`config.mk`:
```
export PLATFORM = sky130hd
export DESIGN_NAME = byte_fifo_head_drop_queue_core
export DESIGN_NICKNAME = d
export VERILOG_FILES = /design/src/bfq_pkg.sv /design/src/bfq_fit.sv /design/src/byte_fifo_head_drop_queue_core.sv
export SDC_FILE = /design/constraint.sdc
export NUM_CORES = 2
export LEC_CHECK = 0
export BUFFER_PORTS_ARGS = -buffer_cell sky130_fd_sc_hd__buf_2
export CAP_MARGIN = 25
export CORE_UTILIZATION = 61
export CTS_CLUSTER_DIAMETER = 40
export DETAILED_ROUTE_END_ITERATION = 8
export PLACE_DENSITY_LB_ADDON = 0.05
export SETUP_SLACK_MARGIN = 0.2
export SLEW_MARGIN = 0
export SYNTH_ARGS = -nofsm -noshare
export SYNTH_HDL_FRONTEND = slang
export SYNTH_SLANG_ARGS = --single-unit
```
`constraint.sdc`:
```
create_clock -name i_clk -period 17.27 [get_ports i_clk]
set_clock_uncertainty 0.15 [all_clocks]
set_input_delay 1.727 -clock i_clk [delete_from_list [all_inputs] [get_ports i_clk]]
set_output_delay 1.727 -clock i_clk [all_outputs]
set_load 0.05 [all_outputs]
```
`src/bfq_pkg.sv`:
```
package bfq_pkg;

    localparam int DATA_W    = 16;
    localparam int CNT_W     = 6;
    localparam int BYTES_W   = 25;
    localparam int LIMIT_W   = 24;
    localparam int TOTAL_W   = 32;
    localparam int KIND_W    = 3;
    localparam int CMD_W     = 2;
    localparam int CFG_IDX_W = 1;

    localparam logic [CMD_W-1:0] CMD_ENQ   = 2'd0;
    localparam logic [CMD_W-1:0] CMD_DEQ   = 2'd1;
    localparam logic [CMD_W-1:0] CMD_STATS = 2'd2;

    localparam logic [KIND_W-1:0] KIND_QUEUED    = 3'd0;
    localparam logic [KIND_W-1:0] KIND_CONG      = 3'd1;
    localparam logic [KIND_W-1:0] KIND_ARR_DROP  = 3'd2;
    localparam logic [KIND_W-1:0] KIND_HEAD_DROP = 3'd3;
    localparam logic [KIND_W-1:0] KIND_DEQ       = 3'd4;
    localparam logic [KIND_W-1:0] KIND_EMPTY     = 3'd5;
    localparam logic [KIND_W-1:0] KIND_STATS     = 3'd6;

    localparam logic [CFG_IDX_W-1:0] CFG_BYTE_LIMIT = 1'd0;
    localparam logic [CFG_IDX_W-1:0] CFG_DROP_MODE  = 1'd1;

    localparam logic [LIMIT_W-1:0] LIMIT_RESET = 24'd1500000;
    localparam logic               MODE_HEAD   = 1'b0;

    typedef struct packed {
        logic [CMD_W-1:0]  command;
        logic [DATA_W-1:0] packet_tag;
        logic [DATA_W-1:0] packet_length;
    } t_in;

    typedef struct packed {
        logic [KIND_W-1:0]  result_kind;
        logic [DATA_W-1:0]  out_tag;
        logic [DATA_W-1:0]  out_length;
        logic               is_last;
        logic [TOTAL_W-1:0] packet_total;
        logic [TOTAL_W-1:0] drop_total;
        logic [CNT_W-1:0]   depth_peak;
        logic [BYTES_W-1:0] peak_backlog;
        logic [CNT_W-1:0]   queued_packets;
        logic [BYTES_W-1:0] queued_bytes;
    } t_out;

    typedef struct packed {
        logic [BYTES_W-1:0] diff;
        logic [BYTES_W-1:0] sum;
        logic               over;
    } t_fit;

    typedef enum logic [2:0] {
        S_IDLE,
        S_EXEC,
        S_READ,
        S_POP,
        S_EREAD,
        S_EMIT,
        S_FINAL
    } t_state;

endpackage

```
`src/bfq_fit.sv`:
```
module bfq_fit (
    input  logic [bfq_pkg::BYTES_W-1:0] i_backlog,
    input  logic [bfq_pkg::DATA_W-1:0]  i_sub_len,
    input  logic [bfq_pkg::DATA_W-1:0]  i_add_len,
    input  logic [bfq_pkg::LIMIT_W-1:0] i_limit,
    input  logic                        i_full,
    output bfq_pkg::t_fit               o_fit
);

    logic [bfq_pkg::BYTES_W-1:0] diff;
    logic [bfq_pkg::BYTES_W-1:0] sum;

    assign diff = i_backlog - bfq_pkg::BYTES_W'(i_sub_len);
    assign sum  = diff + bfq_pkg::BYTES_W'(i_add_len);

    assign o_fit.diff = diff;
    assign o_fit.sum  = sum;
    assign o_fit.over = i_full || (sum > bfq_pkg::BYTES_W'(i_limit));

endmodule

```
`src/byte_fifo_head_drop_queue_core.sv`:
```
// Steps: an enqueue that fits, a tail drop, a dequeue on empty and a stats read go from
// execute to the final beat; a dequeue reads, pops, then gives its final beat. Head drop:
// a read and a pop per dropped packet to scan the descriptor store, a read and an emit per
// head-drop beat, then the final beat. One item at a time, ready again once its last beat is loaded.
// Reset (synchronous, active low) clears queue state, counters, peaks, output valid, limit and
// drop mode; the descriptor store, output data and staging registers are not cleared.
module byte_fifo_head_drop_queue_core #(
    parameter int QUEUE_DEPTH = 32
) (
    input  logic                          i_clk,
    input  logic                          i_rst_n,
    input  logic                          i_in_valid,
    output logic                          o_in_ready,
    input  bfq_pkg::t_in                  i_in,
    output logic                          o_out_valid,
    input  logic                          i_out_ready,
    output bfq_pkg::t_out                 o_out,
    input  logic                          i_cfg_valid,
    output logic                          o_cfg_ready,
    input  logic [bfq_pkg::CFG_IDX_W-1:0] i_cfg_index,
    input  logic [bfq_pkg::LIMIT_W-1:0]   i_cfg_data
);

    localparam int AW = (QUEUE_DEPTH > 1) ? $clog2(QUEUE_DEPTH) : 1;
    localparam int CW = $clog2(QUEUE_DEPTH + 1);
    localparam int MW = 2 * bfq_pkg::DATA_W;
    localparam logic [CW-1:0] DEPTH_C   = CW'(QUEUE_DEPTH);
    localparam logic [AW:0]   DEPTH_W   = (AW+1)'(QUEUE_DEPTH);
    localparam logic [AW-1:0] LAST_IDX  = AW'(QUEUE_DEPTH - 1);

    bfq_pkg::t_state r_state, n_state;

    logic [AW-1:0]                r_head, n_head;
    logic [CW-1:0]                r_count, n_count;
    logic [bfq_pkg::BYTES_W-1:0]  r_backlog, n_backlog;
    logic [bfq_pkg::TOTAL_W-1:0]  r_pkts, n_pkts;
    logic [bfq_pkg::TOTAL_W-1:0]  r_drops, n_drops;
    logic [bfq_pkg::CNT_W-1:0]    r_cpeak, n_cpeak;
    logic [bfq_pkg::BYTES_W-1:0]  r_bpeak, n_bpeak;
    logic [bfq_pkg::LIMIT_W-1:0]  r_limit;
    logic                         r_mode;
    logic                         r_out_valid, n_out_valid;

    logic [bfq_pkg::CMD_W-1:0]    r_cmd, n_cmd;
    logic [bfq_pkg::DATA_W-1:0]   r_tag, n_tag;
    logic [bfq_pkg::DATA_W-1:0]   r_len, n_len;
    logic [bfq_pkg::KIND_W-1:0]   r_kind, n_kind;
    logic [bfq_pkg::DATA_W-1:0]   r_res_tag, n_res_tag;
    logic [bfq_pkg::DATA_W-1:0]   r_res_len, n_res_len;
    logic                         r_push, n_push;
    logic                         r_clear, n_clear;
    logic [AW-1:0]                r_emit_idx, n_emit_idx;
    logic [CW-1:0]                r_emit_cnt, n_emit_cnt;
    bfq_pkg::t_out                r_out, n_out;

    logic [MW-1:0]                r_store [QUEUE_DEPTH];
    logic [MW-1:0]                r_rd_data;

    logic [AW-1:0]                rd_addr;
    logic [AW:0]                  tail_sum;
    logic [AW-1:0]                tail;
    logic                         mem_we;
    logic                         out_free;
    logic [bfq_pkg::DATA_W-1:0]   rd_tag;
    logic [bfq_pkg::DATA_W-1:0]   rd_len;
    logic [bfq_pkg::DATA_W-1:0]   fit_sub;
    logic [bfq_pkg::DATA_W-1:0]   fit_add;
    logic                         fit_full;
    bfq_pkg::t_fit                fit;

    function automatic logic [AW-1:0] f_next(input logic [AW-1:0] a);
        f_next = (a == LAST_IDX) ? '0 : a + 1'b1;
    endfunction

    assign out_free    = !r_out_valid || i_out_ready;
    assign o_in_ready  = (r_state == bfq_pkg::S_IDLE);
    assign o_cfg_ready = 1'b1;
    assign o_out_valid = r_out_valid;
    assign o_out       = r_out;

    assign rd_tag   = r_rd_data[MW-1:bfq_pkg::DATA_W];
    assign rd_len   = r_rd_data[bfq_pkg::DATA_W-1:0];
    assign tail_sum = {1'b0, r_head} + (AW+1)'(r_count);
    assign tail     = (tail_sum >= DEPTH_W) ? AW'(tail_sum - DEPTH_W) : AW'(tail_sum);
    assign rd_addr  = (r_state == bfq_pkg::S_EREAD || r_state == bfq_pkg::S_EMIT) ?
                      r_emit_idx : r_head;
    assign mem_we   = (r_state == bfq_pkg::S_FINAL) && out_free && r_push;

    assign fit_sub  = (r_state == bfq_pkg::S_POP) ? rd_len : '0;
    assign fit_add  = (r_cmd == bfq_pkg::CMD_ENQ) ? r_len : '0;
    assign fit_full = (r_state == bfq_pkg::S_EXEC) && (r_count == DEPTH_C);

    bfq_fit u_fit (
        .i_backlog (r_backlog),
        .i_sub_len (fit_sub),
        .i_add_len (fit_add),
        .i_limit   (r_limit),
        .i_full    (fit_full),
        .o_fit     (fit)
    );

    always_comb begin
        n_state = r_state;
        case (r_state)
            bfq_pkg::S_IDLE: begin
                if (i_in_valid) begin
                    n_state = bfq_pkg::S_EXEC;
                end
            end
            bfq_pkg::S_EXEC: begin
                case (r_cmd)
                    bfq_pkg::CMD_ENQ: begin
                        if (fit.over && r_mode == bfq_pkg::MODE_HEAD && r_count != '0) begin
                            n_state = bfq_pkg::S_READ;
                        end else begin
                            n_state = bfq_pkg::S_FINAL;
                        end
                    end
                    bfq_pkg::CMD_DEQ: begin
                        n_state = (r_count != '0) ? bfq_pkg::S_READ : bfq_pkg::S_FINAL;
                    end
                    bfq_pkg::CMD_STATS: begin
                        n_state = bfq_pkg::S_FINAL;
                    end
                    default: begin
                        n_state = bfq_pkg::S_IDLE;
                    end
                endcase
            end
            bfq_pkg::S_READ: begin
                n_state = bfq_pkg::S_POP;
            end
            bfq_pkg::S_POP: begin
                if (r_cmd == bfq_pkg::CMD_DEQ) begin
                    n_state = bfq_pkg::S_FINAL;
                end else if (r_count != CW'(1) && fit.over) begin
                    n_state = bfq_pkg::S_READ;
                end else begin
                    n_state = bfq_pkg::S_EREAD;
                end
            end
            bfq_pkg::S_EREAD: begin
                n_state = bfq_pkg::S_EMIT;
            end
            bfq_pkg::S_EMIT: begin
                if (out_free) begin
                    n_state = (r_emit_cnt == CW'(1)) ? bfq_pkg::S_FINAL : bfq_pkg::S_EREAD;
                end
            end
            bfq_pkg::S_FINAL: begin
                if (out_free) begin
                    n_state = bfq_pkg::S_IDLE;
                end
            end
            default: begin
                n_state = bfq_pkg::S_IDLE;
            end
        endcase
    end

    always_comb begin
        n_head      = r_head;
        n_count     = r_count;
        n_backlog   = r_backlog;
        n_pkts      = r_pkts;
        n_drops     = r_drops;
        n_cpeak     = r_cpeak;
        n_bpeak     = r_bpeak;
        n_cmd       = r_cmd;
        n_tag       = r_tag;
        n_len       = r_len;
        n_kind      = r_kind;
        n_res_tag   = r_res_tag;
        n_res_len   = r_res_len;
        n_push      = r_push;
        n_clear     = r_clear;
        n_emit_idx  = r_emit_idx;
        n_emit_cnt  = r_emit_cnt;
        n_out       = r_out;
        n_out_valid = r_out_valid && !i_out_ready;

        n_out.packet_total   = r_pkts;
        n_out.drop_total     = r_drops;
        n_out.depth_peak     = r_cpeak;
        n_out.peak_backlog   = r_bpeak;
        n_out.queued_packets = bfq_pkg::CNT_W'(r_count) + bfq_pkg::CNT_W'(r_push);
        n_out.queued_bytes   = r_push ? fit.sum : r_backlog;

        case (r_state)
            bfq_pkg::S_IDLE: begin
                n_out = r_out;
                if (i_in_valid) begin
                    n_cmd   = i_in.command;
                    n_tag   = i_in.packet_tag;
                    n_len   = i_in.packet_length;
                    n_push  = 1'b0;
                    n_clear = 1'b0;
                end
            end
            bfq_pkg::S_EXEC: begin
                n_out      = r_out;
                n_res_tag  = '0;
                n_res_len  = '0;
                n_emit_idx = r_head;
                n_emit_cnt = '0;
                case (r_cmd)
                    bfq_pkg::CMD_ENQ: begin
                        n_pkts    = r_pkts + 1'b1;
                        n_res_tag = r_tag;
                        n_res_len = r_len;
                        if (bfq_pkg::CNT_W'(r_count) >= r_cpeak) begin
                            n_cpeak = (r_count == DEPTH_C) ? bfq_pkg::CNT_W'(DEPTH_C) :
                                      bfq_pkg::CNT_W'(r_count + 1'b1);
                        end
                        if (fit.sum > r_bpeak) begin
                            n_bpeak = fit.sum;
                        end
                        if (!fit.over) begin
                            n_kind = bfq_pkg::KIND_QUEUED;
                            n_push = 1'b1;
                        end else if (r_mode != bfq_pkg::MODE_HEAD) begin
                            n_kind  = bfq_pkg::KIND_ARR_DROP;
                            n_drops = r_drops + 1'b1;
                        end else begin
                            n_kind = bfq_pkg::KIND_CONG;
                            n_push = 1'b1;
                        end
                    end
                    bfq_pkg::CMD_DEQ: begin
                        n_kind = bfq_pkg::KIND_EMPTY;
                    end
                    bfq_pkg::CMD_STATS: begin
                        n_kind  = bfq_pkg::KIND_STATS;
                        n_clear = 1'b1;
                    end
                    default: begin
                        n_kind = r_kind;
                    end
                endcase
            end
            bfq_pkg::S_POP: begin
                n_out     = r_out;
                n_head    = f_next(r_head);
                n_count   = r_count - 1'b1;
                n_backlog = fit.diff;
                if (r_cmd == bfq_pkg::CMD_DEQ) begin
                    n_kind    = bfq_pkg::KIND_DEQ;
                    n_res_tag = rd_tag;
                    n_res_len = rd_len;
                end else begin
                    n_drops    = r_drops + 1'b1;
                    n_emit_cnt = r_emit_cnt + 1'b1;
                end
            end
            bfq_pkg::S_EMIT: begin
                if (out_free) begin
                    n_out_valid       = 1'b1;
                    n_out.result_kind = bfq_pkg::KIND_HEAD_DROP;
                    n_out.out_tag     = rd_tag;
                    n_out.out_length  = rd_len;
                    n_out.is_last     = 1'b0;
                    n_emit_idx        = f_next(r_emit_idx);
                    n_emit_cnt        = r_emit_cnt - 1'b1;
                end else begin
                    n_out = r_out;
                end
            end
            bfq_pkg::S_FINAL: begin
                if (out_free) begin
                    n_out_valid       = 1'b1;
                    n_out.result_kind = r_kind;
                    n_out.out_tag     = r_res_tag;
                    n_out.out_length  = r_res_len;
                    n_out.is_last     = 1'b1;
                    if (r_push) begin
                        n_count   = r_count + 1'b1;
                        n_backlog = fit.sum;
                    end
                    if (r_clear) begin
                        n_cpeak = '0;
                        n_bpeak = '0;
                    end
                end else begin
                    n_out = r_out;
                end
            end
            default: begin
                n_out = r_out;
            end
        endcase
    end

    always_ff @(posedge i_clk) begin
        if (!i_rst_n) begin
            r_state     <= bfq_pkg::S_IDLE;
            r_head      <= '0;
            r_count     <= '0;
            r_backlog   <= '0;
            r_pkts      <= '0;
            r_drops     <= '0;
            r_cpeak     <= '0;
            r_bpeak     <= '0;
            r_out_valid <= 1'b0;
            r_push      <= 1'b0;
            r_clear     <= 1'b0;
            r_limit     <= bfq_pkg::LIMIT_RESET;
            r_mode      <= bfq_pkg::MODE_HEAD;
        end else begin
            r_state     <= n_state;
            r_head      <= n_head;
            r_count     <= n_count;
            r_backlog   <= n_backlog;
            r_pkts      <= n_pkts;
            r_drops     <= n_drops;
            r_cpeak     <= n_cpeak;
            r_bpeak     <= n_bpeak;
            r_out_valid <= n_out_valid;
            r_push      <= n_push;
            r_clear     <= n_clear;
            if (i_cfg_valid && i_cfg_index == bfq_pkg::CFG_BYTE_LIMIT) begin
                r_limit <= i_cfg_data;
            end
            if (i_cfg_valid && i_cfg_index == bfq_pkg::CFG_DROP_MODE) begin
                r_mode <= i_cfg_data[0];
            end
        end
    end

    always_ff @(posedge i_clk) begin
        r_cmd      <= n_cmd;
        r_tag      <= n_tag;
        r_len      <= n_len;
        r_kind     <= n_kind;
        r_res_tag  <= n_res_tag;
        r_res_len  <= n_res_len;
        r_emit_idx <= n_emit_idx;
        r_emit_cnt <= n_emit_cnt;
        r_out      <= n_out;
    end

    always_ff @(posedge i_clk) begin
        if (mem_we) begin
            r_store[tail] <= {r_tag, r_len};
        end
        r_rd_data <= r_store[rd_addr];
    end

    a_count_bound: assert property (@(posedge i_clk) disable iff (!i_rst_n)
        r_count <= DEPTH_C)
        else $error("queue count above depth");

    a_emit_nonzero: assert property (@(posedge i_clk) disable iff (!i_rst_n)
        (r_state == bfq_pkg::S_EMIT) |-> (r_emit_cnt != '0))
        else $error("head-drop beat with no pending drop");

    a_drop_not_last: assert property (@(posedge i_clk) disable iff (!i_rst_n)
        (o_out_valid && o_out.result_kind == bfq_pkg::KIND_HEAD_DROP) |-> !o_out.is_last)
        else $error("head-drop beat marked last");

    a_pop_count: assert property (@(posedge i_clk) disable iff (!i_rst_n)
        (r_state == bfq_pkg::S_POP) |=> (r_count == CW'($past(r_count) - 1'b1)))
        else $error("pop did not decrement count");

    a_pop_nonempty: assert property (@(posedge i_clk) disable iff (!i_rst_n)
        (r_state == bfq_pkg::S_READ) |-> (r_count != '0))
        else $error("pop issued on empty queue");

endmodule
```
==> impl_metrics.json <==
{
  "synth.top_cell.area_share_pct": 63.53,
  "grt_max_degree": 143,
  "wl_met3_mm": 13.36,
  "status": "finished, violations left",
  "final_max_slew_viol_count": 0,
  "cp-end-kind": "flop",
  "grt_usage_pct": 30.95,
  "ys_ff_latch": 1460,
  "cts_made_buffers": 168,
  "muxShareOfSynthArea_pct": 10.30,
  "yosys_warnings": 0,
  "ys.flop_type": "edfxtp_1",
  "place_hpwl_mm": 85.25,
  "synthCells": 3948,
  "hold_end": "o_out[58]$_DFFE_PP_",
  "cts_setup_buffers": 0,
  "synthXorXnorAreaFrac_pct": 1.303,
  "fp.dieArea_mm2": 0.09935,
  "worstPathArrival_ps": 9000,
  "ant_nets": 0,
  "hold_class": "flop to flop",
  "grt_pass1_wl_mm": 221.9,
  "antenna_found_initial": 6,
  "io_buffers": 227,
  "synthDistinctLibCells": 83,
  "finalNetCount": 4408,
  "r2r_start": "r_state[1]$_SDFFE_PN0P_",
  "worst-r2r-cell-count": 27,
  "finalHoldViolCount": 0,
  "synth_compound_area_share_pct": 4.711,
  "avgRoutedWirePerCell_um": 27.10,
  "cts-hold-fix-buffers": 0,
  "syn-num-nets": 4126,
  "synth.avg_cell_area_um2": 15.16,
  "crit_required_ps": 17800,
  "ys_async_sr_fraction_pct": 0,
  "ios": 229,
  "violations": "DRC",
  "r2r-end": "r_drops[5]$_SDFFE_PN0P_",
  "wl_mm": 153.1,
  "pre_cts_ws_ps": 8921,
  "vias": 35920,
  "worstHoldPathCells": 0,
  "start_kind": "flop",
  "syn_area_mm2": 0.05984,
  "fin_setup_tns_ps": 0,
  "top_layer_used": "met5",
  "ys_seq_area_share_pct": 70.02,
  "holdWs_ps": 284.1,
  "finalSetupViolCount": 0,
  "syn_to_final_growth_pct": 14.97,
  "cts_buffer_depth": 3,
  "p_leak_nw": 24.19,
  "firstDrtPassIters": 8,
  "drv_cap": 0,
  "timing.slew.headroom_pct": 28.13,
  "tightest_slew_ps": 1078,
  "min_period_ps": 8466,
  "synth_top_family_by_area": "multiplexers",
  "wl_met1_mm": 62.47,
  "min_from": "r_cpeak[2]$_SDFFE_PN0P_",
  "ys_top_cells_by_area": "edfxtp_1 (64%), mux4_2 (9.6%), dfxtp_1 (6.5%)",
  "clkTransAtPathRegs_ps": 60,
  "core-area_mm2": 0.09699,
  "dieHeight_um": 315.2,
  "dr_wl_met2_mm": 72.09,
  "die_x_um": 315.2,
  "routabilityCongestion": 0.9257,
  "yosys.area.top_type": "edfxtp_1",
  "row_count": 114,
  "fin_cells": 5650,
  "synth_simple_gate_area_share_pct": 9.371,
  "clk_latency_ps": 770,
  "synth_edf_count": 1266,
  "setup_ws_ps": 8804,
  "synthAdderAreaFrac_pct": 2.421,
  "cts_tree": "built",
  "drc_errors": 60,
  "htree_levels": 4,
  "p_per_area_mw_per_mm2": 150.2,
  "cts.repair.resized": 0,
  "path_class": "flop to flop",
  "cp_max_fo": 54,
  "cts_sinks": 1460,
  "drt_iter0_drc": 4608,
  "dp.cells": 5328,
  "reg2reg_slack_ps": 8800,
  "root_buffer": "clkbuf_16",
  "layout-drive-gt1-share_pct": 21.30,
  "period_share_pct": 49.02,
  "initial_core_util_pct": 61.70,
  "overflow": 0,
  "grt_pass1_vias": 34140,
  "peakVddDrop_mv": 0.1248,
  "fmax_mhz": 118.1,
  "rsz0062_at_grt": "no",
  "vias_per_cell": 6.357
}
-- flip-flops by register name (all words and copies together), names as in the netlist, 24 cells and up --
name and flops:
r_bpeak 25, r_store 1024, r_drops 32, r_rd_data 32, r_pkts 32, o_out 162
r_backlog 25, r_limit 24
-- final cells by class --
cell class                      count  area [um2]
Sequential cell                  1460       41900
Fill cell                        6305       28200
Multi-Input combinational cell   2198       17190
Clock buffer                      206        4546
Timing Repair Buffer              315        2017
Tap cell                         1276        1597
Clock inverter                    105        1206
Inverter                           87       329.1
Antenna cell                        3       7.507
-- cells in the final DEF, fill, tap and decap left out, drive strengths merged, types with 8 or more instances in the layout --
cell      count
edfxtp     1266
nand2       646
buf         315
mux4        256
nand3       210
clkbuf      206
dfxtp       194
a21oi       154
nor2        150
o21ai       125
ha          111
inv         108
clkinv       54
xor2         48
xnor2        41
and2         30
or3          30
a21o         28
nand4        28
nor3         26
o211ai       25
mux2         24
and3         23
o31ai        20
nand3b       18
bufinv       18
or4          18
o21a         17
nand2b       15
a31oi        15
mux2i        13
clkinvlp     12
nor2b        11
nor4         11
a211oi       10
o22ai         9
and4          8
-- worst max path at each step --
| stage | from | to | slack, ps | cells past startpoint |
|---|---|---|---|---|
| floorplan | i_out_ready | o_out[0]$_DFFE_PP_ | 8570 | 2 |
| global placement | r_state[1]$_SDFFE_PN0P_ | r_drops[5]$_SDFFE_PN0P_ | 9250 | 27 |
| detailed placement | r_state[1]$_SDFFE_PN0P_ | r_drops[9]$_SDFFE_PN0P_ | 8920 | 27 |
| CTS | r_state[1]$_SDFFE_PN0P_ | r_drops[5]$_SDFFE_PN0P_ | 8900 | 27 |
| global route | r_state[1]$_SDFFE_PN0P_ | r_drops[19]$_SDFFE_PN0P_ | 8260 | 27 |
| finish | r_state[1]$_SDFFE_PN0P_ | r_drops[5]$_SDFFE_PN0P_ | 8800 | 27 |
-- per-stage QoR --
step	power [mW]	area (um2)	util, %
2_1_floorplan	6.012	59840	-
3_3_place_gp	6.717	62750	64.69
3_5_place_dp	6.735	62820	64.76
4_1_cts	10.33	68570	70.69
5_1_grt	10.72	68790	70.93
6_report	10.34	68800	70.93
-- worst max-delay path, stage by stage, from the launching register on --
cell and delay (ps):
dfxtp_1 620, inv_1 270, nor2_4 440, buf_4 630, nand2_1 170, ha_1 450, a21o_1 250, a31oi_1 140
o21a_1 180, o21ai_0 170, xor2_1 290, ha_1 330, and4_1 190, a221o_1 340, a31oi_1 420, xnor2_1 220
inv_1 100, ha_1 300, nand4_1 110, nor3_1 280, o21ai_0 160, a31o_2 250, o211ai_1 80, a31o_2 280
nand4b_1 240, nand3_4 450, or4_1 670, a21oi_1 170
-- routing by layer --
metal  vias up  global-route usage, %
met3       297                  4.763
met4         2                  11.28
met5         -                      0
met2      1852                  48.36
li1      15690                      -
met1     18070                  44.69
-- kinds of logic (layout without fill, tap and decap cells) --
family                   Yosys count  after routing
flip-flops                      1460           1460
AND/OR/NAND/NOR                 1240           1240
AO/OA/AOI/OAI                    461            461
multiplexers                     293            293
buffers and inverters            290            713
adder cells (fa/ha/maj)          114            114
XOR/XNOR                          89             89
other                              1              4
-- power breakdown --
group	total (mW)	internal (mW)	switching (mW)
logic	2.38	0.896	1.49
registers	4.33	4.16	0.178
clock network	3.62	2.17	1.45
-- cell usage after synthesis, drive strengths merged (8+ instances only) --
cell    instances
or3            30
dfxtp         194
nand2b         15
xor2           48
or4            18
mux2           24
and3           23
xnor2          41
edfxtp       1266
o211ai         25
nand3b         18
buf            56
inv            86
mux4          256
a31oi          15
clkbuf        147
nor2          150
mux2i          13
ha            111
nor3           26
o21ai         125
and4            8
o22ai           9
and2           30
a211oi         10
a21o           28
nand4          28
nor2b          11
o31ai          20
a21oi         154
nand2         646
nand3         210
nor4           11
o21a           17
(Power assumes the default switching activity.)
